===== config.mk =====
export PLATFORM = sky130hd
export DESIGN_NAME = columnar_transposition_encrypt
export DESIGN_NICKNAME = d
export VERILOG_FILES = /design/src/ctenc_pkg.sv /design/src/ctenc_buf.sv /design/src/ctenc_rank.sv /design/src/columnar_transposition_encrypt.sv
export SDC_FILE = /design/constraint.sdc
export NUM_CORES = 1
export LEC_CHECK = 0
export ABC_AREA = 1
export BUFFER_PORTS_ARGS = -buffer_cell sky130_fd_sc_hd__buf_2
export CORE_MARGIN = 1
export CORE_UTILIZATION = 35
export DETAILED_ROUTE_END_ITERATION = 10
export GPL_ROUTABILITY_DRIVEN = 0
export SYNTH_ARGS = -nofsm -noshare
export SYNTH_HDL_FRONTEND = slang
export SYNTH_HIERARCHICAL = 1
export SYNTH_SLANG_ARGS = --single-unit
export TNS_END_PERCENT = 10

===== constraint.sdc =====
create_clock -name clk -period 8.3 [get_ports clk]
set_clock_uncertainty 0.1 [all_clocks]
set_input_delay 1.66 -clock clk [delete_from_list [all_inputs] [get_ports clk]]
set_output_delay 1.66 -clock clk [all_outputs]
set_load 0.01 [all_outputs]

===== src/ctenc_pkg.sv =====
// ----------------------------------------------------------------------------
// ctenc_pkg
// shared constants, types and helpers of the columnar transposition encryptor
// ----------------------------------------------------------------------------
package ctenc_pkg;

  localparam int KEY_MAX_DEF = 16;
  localparam int MSG_MAX_DEF = 48;

  localparam int BUF_DEPTH = 64;
  localparam int BUF_AW    = 6;
  localparam int CNT_W     = 7;
  localparam int CFG_W     = 64;
  localparam int CFG_IW    = 2;
  localparam int KLEN_W    = 5;
  localparam int SEED_W    = 16;
  localparam int KEY_BITS  = 128;
  localparam int KSEL_W    = 4;

  // register indexes
  localparam logic [CFG_IW-1:0] REG_KEY_LEN  = 2'd0;
  localparam logic [CFG_IW-1:0] REG_KEY_LOW  = 2'd1;
  localparam logic [CFG_IW-1:0] REG_KEY_HIGH = 2'd2;
  localparam logic [CFG_IW-1:0] REG_PAD_SEED = 2'd3;

  localparam logic [SEED_W-1:0] LFSR_TAPS = 16'hB400;
  localparam logic [11:0]       MOD_RECIP = 12'd2520;  // floor(2^16 / 26)
  localparam logic [15:0]       PAD_MOD   = 16'd26;
  localparam logic [7:0]        CHAR_A    = 8'd65;
  localparam logic [7:0]        LOW_A     = 8'd97;
  localparam logic [7:0]        LOW_Z     = 8'd122;
  localparam logic [7:0]        CASE_GAP  = 8'd32;

  typedef struct packed {
    logic start;
  } sort_ctl_t;

  typedef struct packed {
    logic done;
  } sort_stat_t;

  function automatic logic [7:0] fold_upper(input logic [7:0] c);
    fold_upper = (c >= LOW_A && c <= LOW_Z) ? c - CASE_GAP : c;
  endfunction

  function automatic logic [SEED_W-1:0] lfsr_step(input logic [SEED_W-1:0] s);
    lfsr_step = s[0] ? ((s >> 1) ^ LFSR_TAPS) : (s >> 1);
  endfunction

endpackage


===== src/ctenc_buf.sv =====
// ----------------------------------------------------------------------------
// ctenc_buf
// text buffer: one write port, one read port with registered read data
// ----------------------------------------------------------------------------
module ctenc_buf (
  input  logic                         clk,
  input  logic                         we,
  input  logic [ctenc_pkg::BUF_AW-1:0] waddr,
  input  logic [7:0]                   wdata,
  input  logic                         re,
  input  logic [ctenc_pkg::BUF_AW-1:0] raddr,
  output logic [7:0]                   rdata_r
);

  logic [7:0] mem [ctenc_pkg::BUF_DEPTH];

  always_ff @(posedge clk) begin
    if (we) begin
      mem[waddr] <= wdata;
    end
    if (re) begin
      rdata_r <= mem[raddr];
    end
  end

endmodule


===== src/ctenc_rank.sv =====
// ----------------------------------------------------------------------------
// ctenc_rank
// stable column ordering: one shared key comparator counts each column's rank
// ----------------------------------------------------------------------------
module ctenc_rank #(
  parameter int KEY_MAX = ctenc_pkg::KEY_MAX_DEF,
  parameter int LEN_W   = $clog2(KEY_MAX + 1),
  parameter int LEN_IW  = $clog2(KEY_MAX)
) (
  input  logic                           clk,
  input  logic                           rst_n,
  input  ctenc_pkg::sort_ctl_t           ctl,
  output ctenc_pkg::sort_stat_t          stat,
  input  logic [ctenc_pkg::KEY_BITS-1:0] key_chars,
  input  logic [LEN_W-1:0]               len,
  input  logic [LEN_IW-1:0]              rd_idx,
  output logic [LEN_IW-1:0]              rd_col
);

  localparam logic [1:0] R_IDLE = 2'd0;
  localparam logic [1:0] R_LOAD = 2'd1;
  localparam logic [1:0] R_CMP  = 2'd2;

  logic [1:0]        state_r, state_nxt;
  logic [LEN_IW-1:0] i_r, j_r, cnt_r;
  logic [7:0]        ki_r;
  logic [LEN_IW-1:0] order_r [KEY_MAX];

  logic [LEN_IW-1:0]              len_m1;
  logic [LEN_IW-1:0]              addr;
  logic [ctenc_pkg::KSEL_W-1:0]   ksel;
  logic [7:0]                     kval;
  logic                           before_i;
  logic [LEN_IW-1:0]              cnt_sum;

  assign len_m1  = LEN_IW'(len - LEN_W'(1));
  assign addr    = (state_r == R_LOAD) ? i_r : j_r;
  assign ksel    = ctenc_pkg::KSEL_W'(addr);
  // single key port, shared by the load and compare steps
  assign kval    = ctenc_pkg::fold_upper(key_chars[8*ksel +: 8]);
  assign before_i = (kval < ki_r) || (kval == ki_r && j_r < i_r);
  assign cnt_sum = cnt_r + LEN_IW'(before_i);
  assign rd_col  = order_r[rd_idx];

  always_comb begin
    state_nxt = state_r;
    case (state_r)
      R_IDLE: if (ctl.start) state_nxt = R_LOAD;
      R_LOAD: state_nxt = R_CMP;
      R_CMP: begin
        if (j_r == len_m1) begin
          state_nxt = (i_r == len_m1) ? R_IDLE : R_LOAD;
        end
      end
      default: state_nxt = R_IDLE;
    endcase
  end

  always_ff @(posedge clk) begin
    if (!rst_n) begin
      state_r   <= R_IDLE;
      stat.done <= 1'b0;
    end else begin
      state_r   <= state_nxt;
      stat.done <= (state_r == R_CMP) && (j_r == len_m1) && (i_r == len_m1);
    end
  end

  always_ff @(posedge clk) begin
    case (state_r)
      R_IDLE: begin
        i_r <= '0;
      end
      R_LOAD: begin
        ki_r  <= kval;
        j_r   <= '0;
        cnt_r <= '0;
      end
      R_CMP: begin
        cnt_r <= cnt_sum;
        j_r   <= j_r + LEN_IW'(1);
        if (j_r == len_m1) begin
          order_r[cnt_sum] <= i_r;
          i_r              <= i_r + LEN_IW'(1);
        end
      end
      default: begin
      end
    endcase
  end

endmodule


===== src/columnar_transposition_encrypt.sv =====
// ----------------------------------------------------------------------------
// columnar_transposition_encrypt
// columnar transposition encryptor with case folding and lfsr letter padding
// ----------------------------------------------------------------------------
// Plaintext beats load one per cycle (lowercase folded to uppercase) into a
// 64-entry buffer; beats past MSG_MAX are dropped and flag the message. The
// beat with in_tlast closes the message and the block stops taking input
// until the last cipher beat has left. The closing work runs on one sequencer:
// a repeated subtract finds rows and remainder, each padding letter takes an
// lfsr step with reciprocal multiply and then a mod-26 correction and buffer
// write, the column ordering runs one shared key comparator over every pair
// of key columns, and emission reads each cipher beat through the registered
// buffer read port, column by column in key order, stalling while out_tready
// is low. The key length in effect at the closing beat is used; 0 acts as 1
// and values above KEY_MAX as KEY_MAX.
// ----------------------------------------------------------------------------
module columnar_transposition_encrypt #(
  parameter int KEY_MAX = ctenc_pkg::KEY_MAX_DEF,
  parameter int MSG_MAX = ctenc_pkg::MSG_MAX_DEF
) (
  input  logic                         clk,
  input  logic                         rst_n,
  // plaintext stream
  input  logic                         in_tvalid,
  output logic                         in_tready,
  input  logic [7:0]                   in_tdata,   // [7:0] plain_byte
  input  logic                         in_tlast,   // final_byte
  // cipher stream
  output logic                         out_tvalid,
  input  logic                         out_tready,
  output logic [7:0]                   out_tdata,  // [7:0] cipher_byte
  output logic                         out_tlast,  // end_of_cipher
  output logic [0:0]                   out_tuser,  // [0] overflowed
  // register writes
  input  logic                         cfg_we,
  input  logic [ctenc_pkg::CFG_IW-1:0] cfg_idx,
  input  logic [ctenc_pkg::CFG_W-1:0]  cfg_wdata
);

  localparam int LEN_W  = $clog2(KEY_MAX + 1);
  localparam int LEN_IW = $clog2(KEY_MAX);
  localparam int CW     = ctenc_pkg::CNT_W;
  localparam int AW     = ctenc_pkg::BUF_AW;

  localparam logic [3:0] S_IDLE  = 4'd0;
  localparam logic [3:0] S_DIV   = 4'd1;
  localparam logic [3:0] S_PADA  = 4'd2;
  localparam logic [3:0] S_PADB  = 4'd3;
  localparam logic [3:0] S_SORT  = 4'd4;
  localparam logic [3:0] S_SWAIT = 4'd5;
  localparam logic [3:0] S_COL   = 4'd6;
  localparam logic [3:0] S_RD    = 4'd7;
  localparam logic [3:0] S_SHOW  = 4'd8;

  // configuration registers
  logic [ctenc_pkg::KLEN_W-1:0] key_len_r;
  logic [63:0]                  key_lo_r, key_hi_r;
  logic [ctenc_pkg::SEED_W-1:0] seed_r;

  // sequencer state
  logic [3:0]                   state_r, state_nxt;
  logic [CW-1:0]                fill_r;     // buffer fill, then write pointer for padding
  logic                         drop_r;     // message lost bytes past capacity
  logic [ctenc_pkg::SEED_W-1:0] lfsr_r;
  logic [LEN_W-1:0]             len_r;      // key length latched at closing beat
  logic [CW-1:0]                rem_r;      // remainder of repeated subtract
  logic [CW-1:0]                rows_r;
  logic [LEN_W-1:0]             pad_cnt_r;
  logic [11:0]                  q_r;        // quotient estimate of lfsr / 26
  logic [LEN_IW-1:0]            k_r;        // output column position
  logic [CW-1:0]                row_r;
  logic [AW-1:0]                pos_r;      // buffer address of current cipher beat
  logic                         last_r;

  logic                         in_acc, out_acc;
  logic                         has_room;
  logic [ctenc_pkg::KLEN_W-1:0] len_eff;
  logic [ctenc_pkg::SEED_W-1:0] seed_eff;
  logic [ctenc_pkg::SEED_W-1:0] lfsr_stp;
  logic [27:0]                  q_prod;
  logic [15:0]                  rem_raw;
  logic [4:0]                   pad_rem;
  logic [CW-1:0]                len_ext;
  logic [CW-1:0]                pad_need;
  logic                         col_end, msg_end;

  logic                         buf_we;
  logic [7:0]                   buf_wdata;
  logic [LEN_IW-1:0]            col;
  ctenc_pkg::sort_ctl_t         sort_ctl;
  ctenc_pkg::sort_stat_t        sort_stat;

  assign in_tready  = (state_r == S_IDLE);
  assign in_acc     = in_tvalid && in_tready;
  assign out_tvalid = (state_r == S_SHOW);
  assign out_acc    = out_tvalid && out_tready;
  assign out_tlast  = last_r;
  assign out_tuser  = drop_r;

  assign has_room = (fill_r < CW'(MSG_MAX));
  assign seed_eff = (seed_r == '0) ? ctenc_pkg::SEED_W'(1) : seed_r;

  // clamp key length into 1..KEY_MAX
  always_comb begin
    if (key_len_r == '0) begin
      len_eff = ctenc_pkg::KLEN_W'(1);
    end else if (key_len_r > ctenc_pkg::KLEN_W'(KEY_MAX)) begin
      len_eff = ctenc_pkg::KLEN_W'(KEY_MAX);
    end else begin
      len_eff = key_len_r;
    end
  end

  // padding letter: lfsr mod 26 by reciprocal multiply, one correction step
  assign lfsr_stp = ctenc_pkg::lfsr_step(lfsr_r);
  assign q_prod   = 28'(lfsr_stp) * 28'(ctenc_pkg::MOD_RECIP);
  assign rem_raw  = lfsr_r - 16'(q_r) * ctenc_pkg::PAD_MOD;
  assign pad_rem  = (rem_raw >= ctenc_pkg::PAD_MOD) ? 5'(rem_raw - ctenc_pkg::PAD_MOD)
                                                    : 5'(rem_raw);

  assign len_ext  = CW'(len_r);
  assign pad_need = len_ext - rem_r;

  assign col_end = (row_r == rows_r - CW'(1));
  assign msg_end = col_end && (k_r == LEN_IW'(len_r - LEN_W'(1)));

  assign buf_we    = (in_acc && has_room) || (state_r == S_PADB);
  assign buf_wdata = (state_r == S_PADB) ? ctenc_pkg::CHAR_A + 8'(pad_rem)
                                         : ctenc_pkg::fold_upper(in_tdata);

  assign sort_ctl.start = (state_r == S_SORT);

  // register writes
  always_ff @(posedge clk) begin
    if (!rst_n) begin
      key_len_r <= ctenc_pkg::KLEN_W'(1);
      key_lo_r  <= '0;
      key_hi_r  <= '0;
      seed_r    <= ctenc_pkg::SEED_W'(1);
    end else if (cfg_we) begin
      case (cfg_idx)
        ctenc_pkg::REG_KEY_LEN:  key_len_r <= cfg_wdata[ctenc_pkg::KLEN_W-1:0];
        ctenc_pkg::REG_KEY_LOW:  key_lo_r  <= cfg_wdata;
        ctenc_pkg::REG_KEY_HIGH: key_hi_r  <= cfg_wdata;
        ctenc_pkg::REG_PAD_SEED: seed_r    <= cfg_wdata[ctenc_pkg::SEED_W-1:0];
        default: begin
        end
      endcase
    end
  end

  // sequencer
  always_comb begin
    state_nxt = state_r;
    case (state_r)
      S_IDLE:  if (in_acc && in_tlast) state_nxt = S_DIV;
      S_DIV: begin
        if (rem_r < len_ext) begin
          state_nxt = (rem_r == '0) ? S_SORT : S_PADA;
        end
      end
      S_PADA:  state_nxt = S_PADB;
      S_PADB:  state_nxt = (pad_cnt_r == LEN_W'(1)) ? S_SORT : S_PADA;
      S_SORT:  state_nxt = S_SWAIT;
      S_SWAIT: if (sort_stat.done) state_nxt = S_COL;
      S_COL:   state_nxt = S_RD;
      S_RD:    state_nxt = S_SHOW;
      S_SHOW: begin
        if (out_acc) begin
          if (msg_end) begin
            state_nxt = S_IDLE;
          end else if (col_end) begin
            state_nxt = S_COL;
          end else begin
            state_nxt = S_RD;
          end
        end
      end
      default: state_nxt = S_IDLE;
    endcase
  end

  always_ff @(posedge clk) begin
    if (!rst_n) begin
      state_r <= S_IDLE;
      fill_r  <= '0;
      drop_r  <= 1'b0;
      lfsr_r  <= ctenc_pkg::SEED_W'(1);
    end else begin
      state_r <= state_nxt;
      case (state_r)
        S_IDLE: begin
          if (in_acc) begin
            // message start reloads the padding lfsr
            if (fill_r == '0) lfsr_r <= seed_eff;
            if (has_room) begin
              fill_r <= fill_r + CW'(1);
            end else begin
              drop_r <= 1'b1;
            end
          end
        end
        S_PADA: lfsr_r <= lfsr_stp;
        S_PADB: fill_r <= fill_r + CW'(1);
        S_SHOW: begin
          if (out_acc && msg_end) begin
            fill_r <= '0;
            drop_r <= 1'b0;
          end
        end
        default: begin
        end
      endcase
    end
  end

  // datapath registers of the closing work
  always_ff @(posedge clk) begin
    case (state_r)
      S_IDLE: begin
        len_r  <= LEN_W'(len_eff);
        rem_r  <= has_room ? fill_r + CW'(1) : fill_r;
        rows_r <= '0;
      end
      S_DIV: begin
        if (rem_r >= len_ext) begin
          rem_r  <= rem_r - len_ext;
          rows_r <= rows_r + CW'(1);
        end else if (rem_r != '0) begin
          // a partial last row gets padded to a full one
          rows_r    <= rows_r + CW'(1);
          pad_cnt_r <= LEN_W'(pad_need);
        end
        k_r <= '0;
      end
      S_PADA: q_r <= q_prod[27:16];
      S_PADB: pad_cnt_r <= pad_cnt_r - LEN_W'(1);
      S_COL: begin
        pos_r <= AW'(col);
        row_r <= '0;
      end
      S_RD: last_r <= msg_end;
      S_SHOW: begin
        if (out_acc) begin
          if (col_end) begin
            k_r <= k_r + LEN_IW'(1);
          end else begin
            pos_r <= pos_r + AW'(len_r);
            row_r <= row_r + CW'(1);
          end
        end
      end
      default: begin
      end
    endcase
  end

  ctenc_buf u_buf (
    .clk     (clk),
    .we      (buf_we),
    .waddr   (fill_r[AW-1:0]),
    .wdata   (buf_wdata),
    .re      (state_r == S_RD),
    .raddr   (pos_r),
    .rdata_r (out_tdata)
  );

  ctenc_rank #(
    .KEY_MAX (KEY_MAX),
    .LEN_W   (LEN_W),
    .LEN_IW  (LEN_IW)
  ) u_rank (
    .clk       (clk),
    .rst_n     (rst_n),
    .ctl       (sort_ctl),
    .stat      (sort_stat),
    .key_chars ({key_hi_r, key_lo_r}),
    .len       (len_r),
    .rd_idx    (k_r),
    .rd_col    (col)
  );

endmodule


==> flow_summary_export.csv <==
group,metric,value,unit
routing,vias_per_cell,4.99,
logic_synthesis,synth_ff_type,"edfxtp_1",
clocking,cts.clk_slew.worst_paths,0.06,ns
timing,worst_pin_slew,1.20,ns
logic_synthesis,synth.area.top_cells,"edfxtp_1, nand2_1, dfxtp_1, nand3_1, ha_1",
timing,post-route-min-period,6.42,ns
routing,routedWlPerCell,17.5,um
clocking,cts_root_buf,"clkbuf_16",
setup_path,path_max_fanout,42,
global_routing,grt_overflow,0,
routing,drt-initial-drc-count,2527,
die,die_h,349,um
die,io_pins,92,
logic_synthesis,syn_inst,4456,
clocking,numCtsBuffers,90,
global_routing,antenna_found_initial,6,
setup_path,cp-start-kind,"flop",
layout,multi_input_area,15900,um^2
logic_synthesis,yosys.area_share.xor_xnor,0.0143,
setup_path,cp.arrival,6.81,ns
layout,drive_gt1_frac,0.0726,
layout,synthToLayoutAreaGrowth,10.9,%
routing,antenna_left,0,
die,die_area,122000,um^2
timing,hold_ws,0.371,ns
place,io_buffer_count,91,
layout,nNetsFinal,4764,
layout,regArea,23400,um^2
power_and_ir_drop,finalPower,20.6,mW
power_and_ir_drop,ir_drop,0.000831,V
routing,drc,0,
timing,rsz0062_at_grt,"no",
die,die_x,349,um
timing,fin_ws,1.88,ns
setup_path,required,8.69,ns
routing,vias,30600,
logic_synthesis,synthDistinctLibCells,58,
die,core,119000,um^2
clocking,htree_levels,3,
place,dp_hpwl,68700,um
flow_run,cap_violations,0,
die,rows,126,
routing,detail_route.first_pass.iterations,6,
clocking,cts_tree,"yes",
layout,n_fill_cell,11800,
logic_synthesis,synth_compound_area_frac,0.0563,
logic_synthesis,ys_warn_count,6,
power_and_ir_drop,powerDensity,441,nW/um^2
layout,stdcell_area,46600,um^2
timing,hold_viol_final,0,
logic_synthesis,syn_area,42100,um^2
logic_synthesis,synth_top_family_by_area,"simple AND/OR/NAND/NOR gates",
timing,finalCritPeriodShare,0.773,
layout,num_antenna_cells,0,
global_routing,grt_pass1_vias,29400,
logic_synthesis,netlist.area_leader.share,0.470,
setup_path,cp-end-kind,"flop",
place,preCtsSetupSlack,1.88,ns
global_routing,grt_pass1_wl,168000,um
logic_synthesis,synth-seq-cells,838,
logic_synthesis,synthAdderAreaFrac,0.0751,
global_routing,grt_max_degree,180,
logic_synthesis,yosys.area_share.simple,0.227,
die,start_util,0.355,
setup_path,cpMostUsedCell,"nand2_1",
setup_path,max_stage_delay,0.87,ns
global_routing,track_usage,0.175,
logic_synthesis,muxShareOfSynthArea,0.00452,
setup_path,crit_path_top_delay_cell,"o21ai_4",
outcome,outcome,"finished, final reports clean",
clocking,hold_buffers,0,
hold_path,hold_path_class,"reg2reg",
place,place_area,43700,um^2
clocking,clk_latency,0.67,ns
timing,setup_violations,0,
timing,tns,0,ns
logic_synthesis,ys_seq_area_frac,0.555,
routing,routed_wl,107000,um
logic_synthesis,syn_nets,4750,
logic_synthesis,yosys.area.top_type,"edfxtp_1",
clocking,clockBufferDepth,3,
logic_synthesis,async_reset_ff_frac,0,
clocking,clock_sinks,838,
setup_path,path_class,"reg2reg",
timing,max_slew_margin,0.195,
logic_synthesis,synth.avg_cell_area,9.44,um^2
timing,drv_slew,0,
power_and_ir_drop,leakage,18.7,nW
clocking,cts_resized,0,
clocking,post_cts_buffers,0,
timing,fmax,156,MHz
logic_synthesis,synth_edf_count,658,
-- layout make-up --
| type | instances | share of cell area |
|---|---|---|
| sequential | 838 | 0.501 |
| multi-input combinational | 2991 | 0.342 |
| clock buffer | 109 | 0.0502 |
| tap | 1600 | 0.0429 |
| inverter | 416 | 0.0338 |
| timing repair buffer | 133 | 0.0174 |
| clock inverter | 56 | 0.0129 |
-- where the power goes --
part	leakage (nW)	internal [mW]	switching (mW)
Sequential	7.46	5.26	0.385
Combinational	9.82	4.13	6.81
Clock	1.44	2.31	1.69
-- synthesized netlist by cell type, drive strengths merged (27+ instances only) --
cell,count
clkbuf,84
ha,150
xnor2,27
o21ai,249
dfxtp,180
nand3,626
buf,127
xor2,41
edfxtp,658
a21oi,104
inv,412
fa,64
nor2,492
nand2,1065
-- critical path, delay by kind of cell, from the launching register on --
kind                     cells  cell delay, ns
AND/OR/NAND/NOR             14            1.39
flip-flops                   1            0.42
adder cells (fa/ha/maj)      4            1.67
XOR/XNOR                     1            0.14
buffers and inverters        4            0.58
AO/OA/AOI/OAI                7            1.86
-- cells by family (layout without fill, tap and decap cells) --
logic type / after synthesis / in the layout
muxes: 19 / 19
DFF: 838 / 838
adders and majority gates: 214 / 214
AOI/OAI and AO/OA: 429 / 429
and+or+nand+nor: 2261 / 2261
buffers and inverters: 627 / 714
xor gates and xnor gates: 68 / 68
-- path summary, 6_finish.rpt --
check | start | endpoint | slack [ns] | depth (start not counted)
setup / recovery | q_r[1] | u_buf/mem[31][5] | 1.88 | 30
hold / removal | seed_r[3] | seed_r[3] | 0.37 | 2
hold reg to reg | seed_r[3] | seed_r[3] | 0.37 | 2
setup reg to reg | q_r[1] | u_buf/mem[31][5] | 1.88 | 30
-- sequential cells by signal, indices dropped and copies added (netlist names), 6 cells and up --
register        cells
u_rank/order_r     64
rows_r              7
u_buf/rdata_r       8
u_rank/ki_r         8
pos_r               6
seed_r             16
key_hi_r           64
lfsr_r             16
row_r               7
q_r                12
u_buf/mem         512
key_lo_r           64
rem_r               7
fill_r              7
-- metal layers --
| layer | track usage | share of wire | wire, um | up-vias |
|---|---|---|---|---|
| li1 | - | - | - | 15000 |
| met1 | 0.235 | 0.44 | 47300 | 14600 |
| met2 | 0.295 | 0.48 | 51600 | 877 |
| met3 | 0.0239 | 0.055 | 5910 | 174 |
| met4 | 0.0486 | 0.024 | 2590 | 10 |
| met5 | 0 | 0.00056 | 60 | - |
-- placed cells by master, fill, tap and decap left out, types with 7 or more instances in the layout --
cell type  count
dfxtp_1      180
buf_2         90
nand4_1       25
o21ai_0      229
edfxtp_1     658
xnor2_1       27
nor4_1        17
nand2_2        8
ha_1         150
inv_2         14
nor3_1        15
nor2_2         7
clkbuf_1      17
o211ai_1      22
o22ai_1        7
clkbuf_16     90
bufinv_16      9
o21ai_1        9
nand2_1     1055
a21oi_1      101
nor2_1       482
fa_1          64
a31oi_1       17
nand3_1      620
clkinv_1      21
inv_1        394
clkinv_2      18
buf_4         40
mux2i_1       19
xor2_1        40
nand3b_1       8
-- stage by stage --
step | utilization | std cells
after floorplan | - | 4456
after global placement | 0.369 | 5978
after detailed placement | 0.369 | 5978
after CTS | 0.393 | 6143
after global routing | 0.393 | 6143
final | 0.393 | 6143
(Power assumes the default switching activity.)
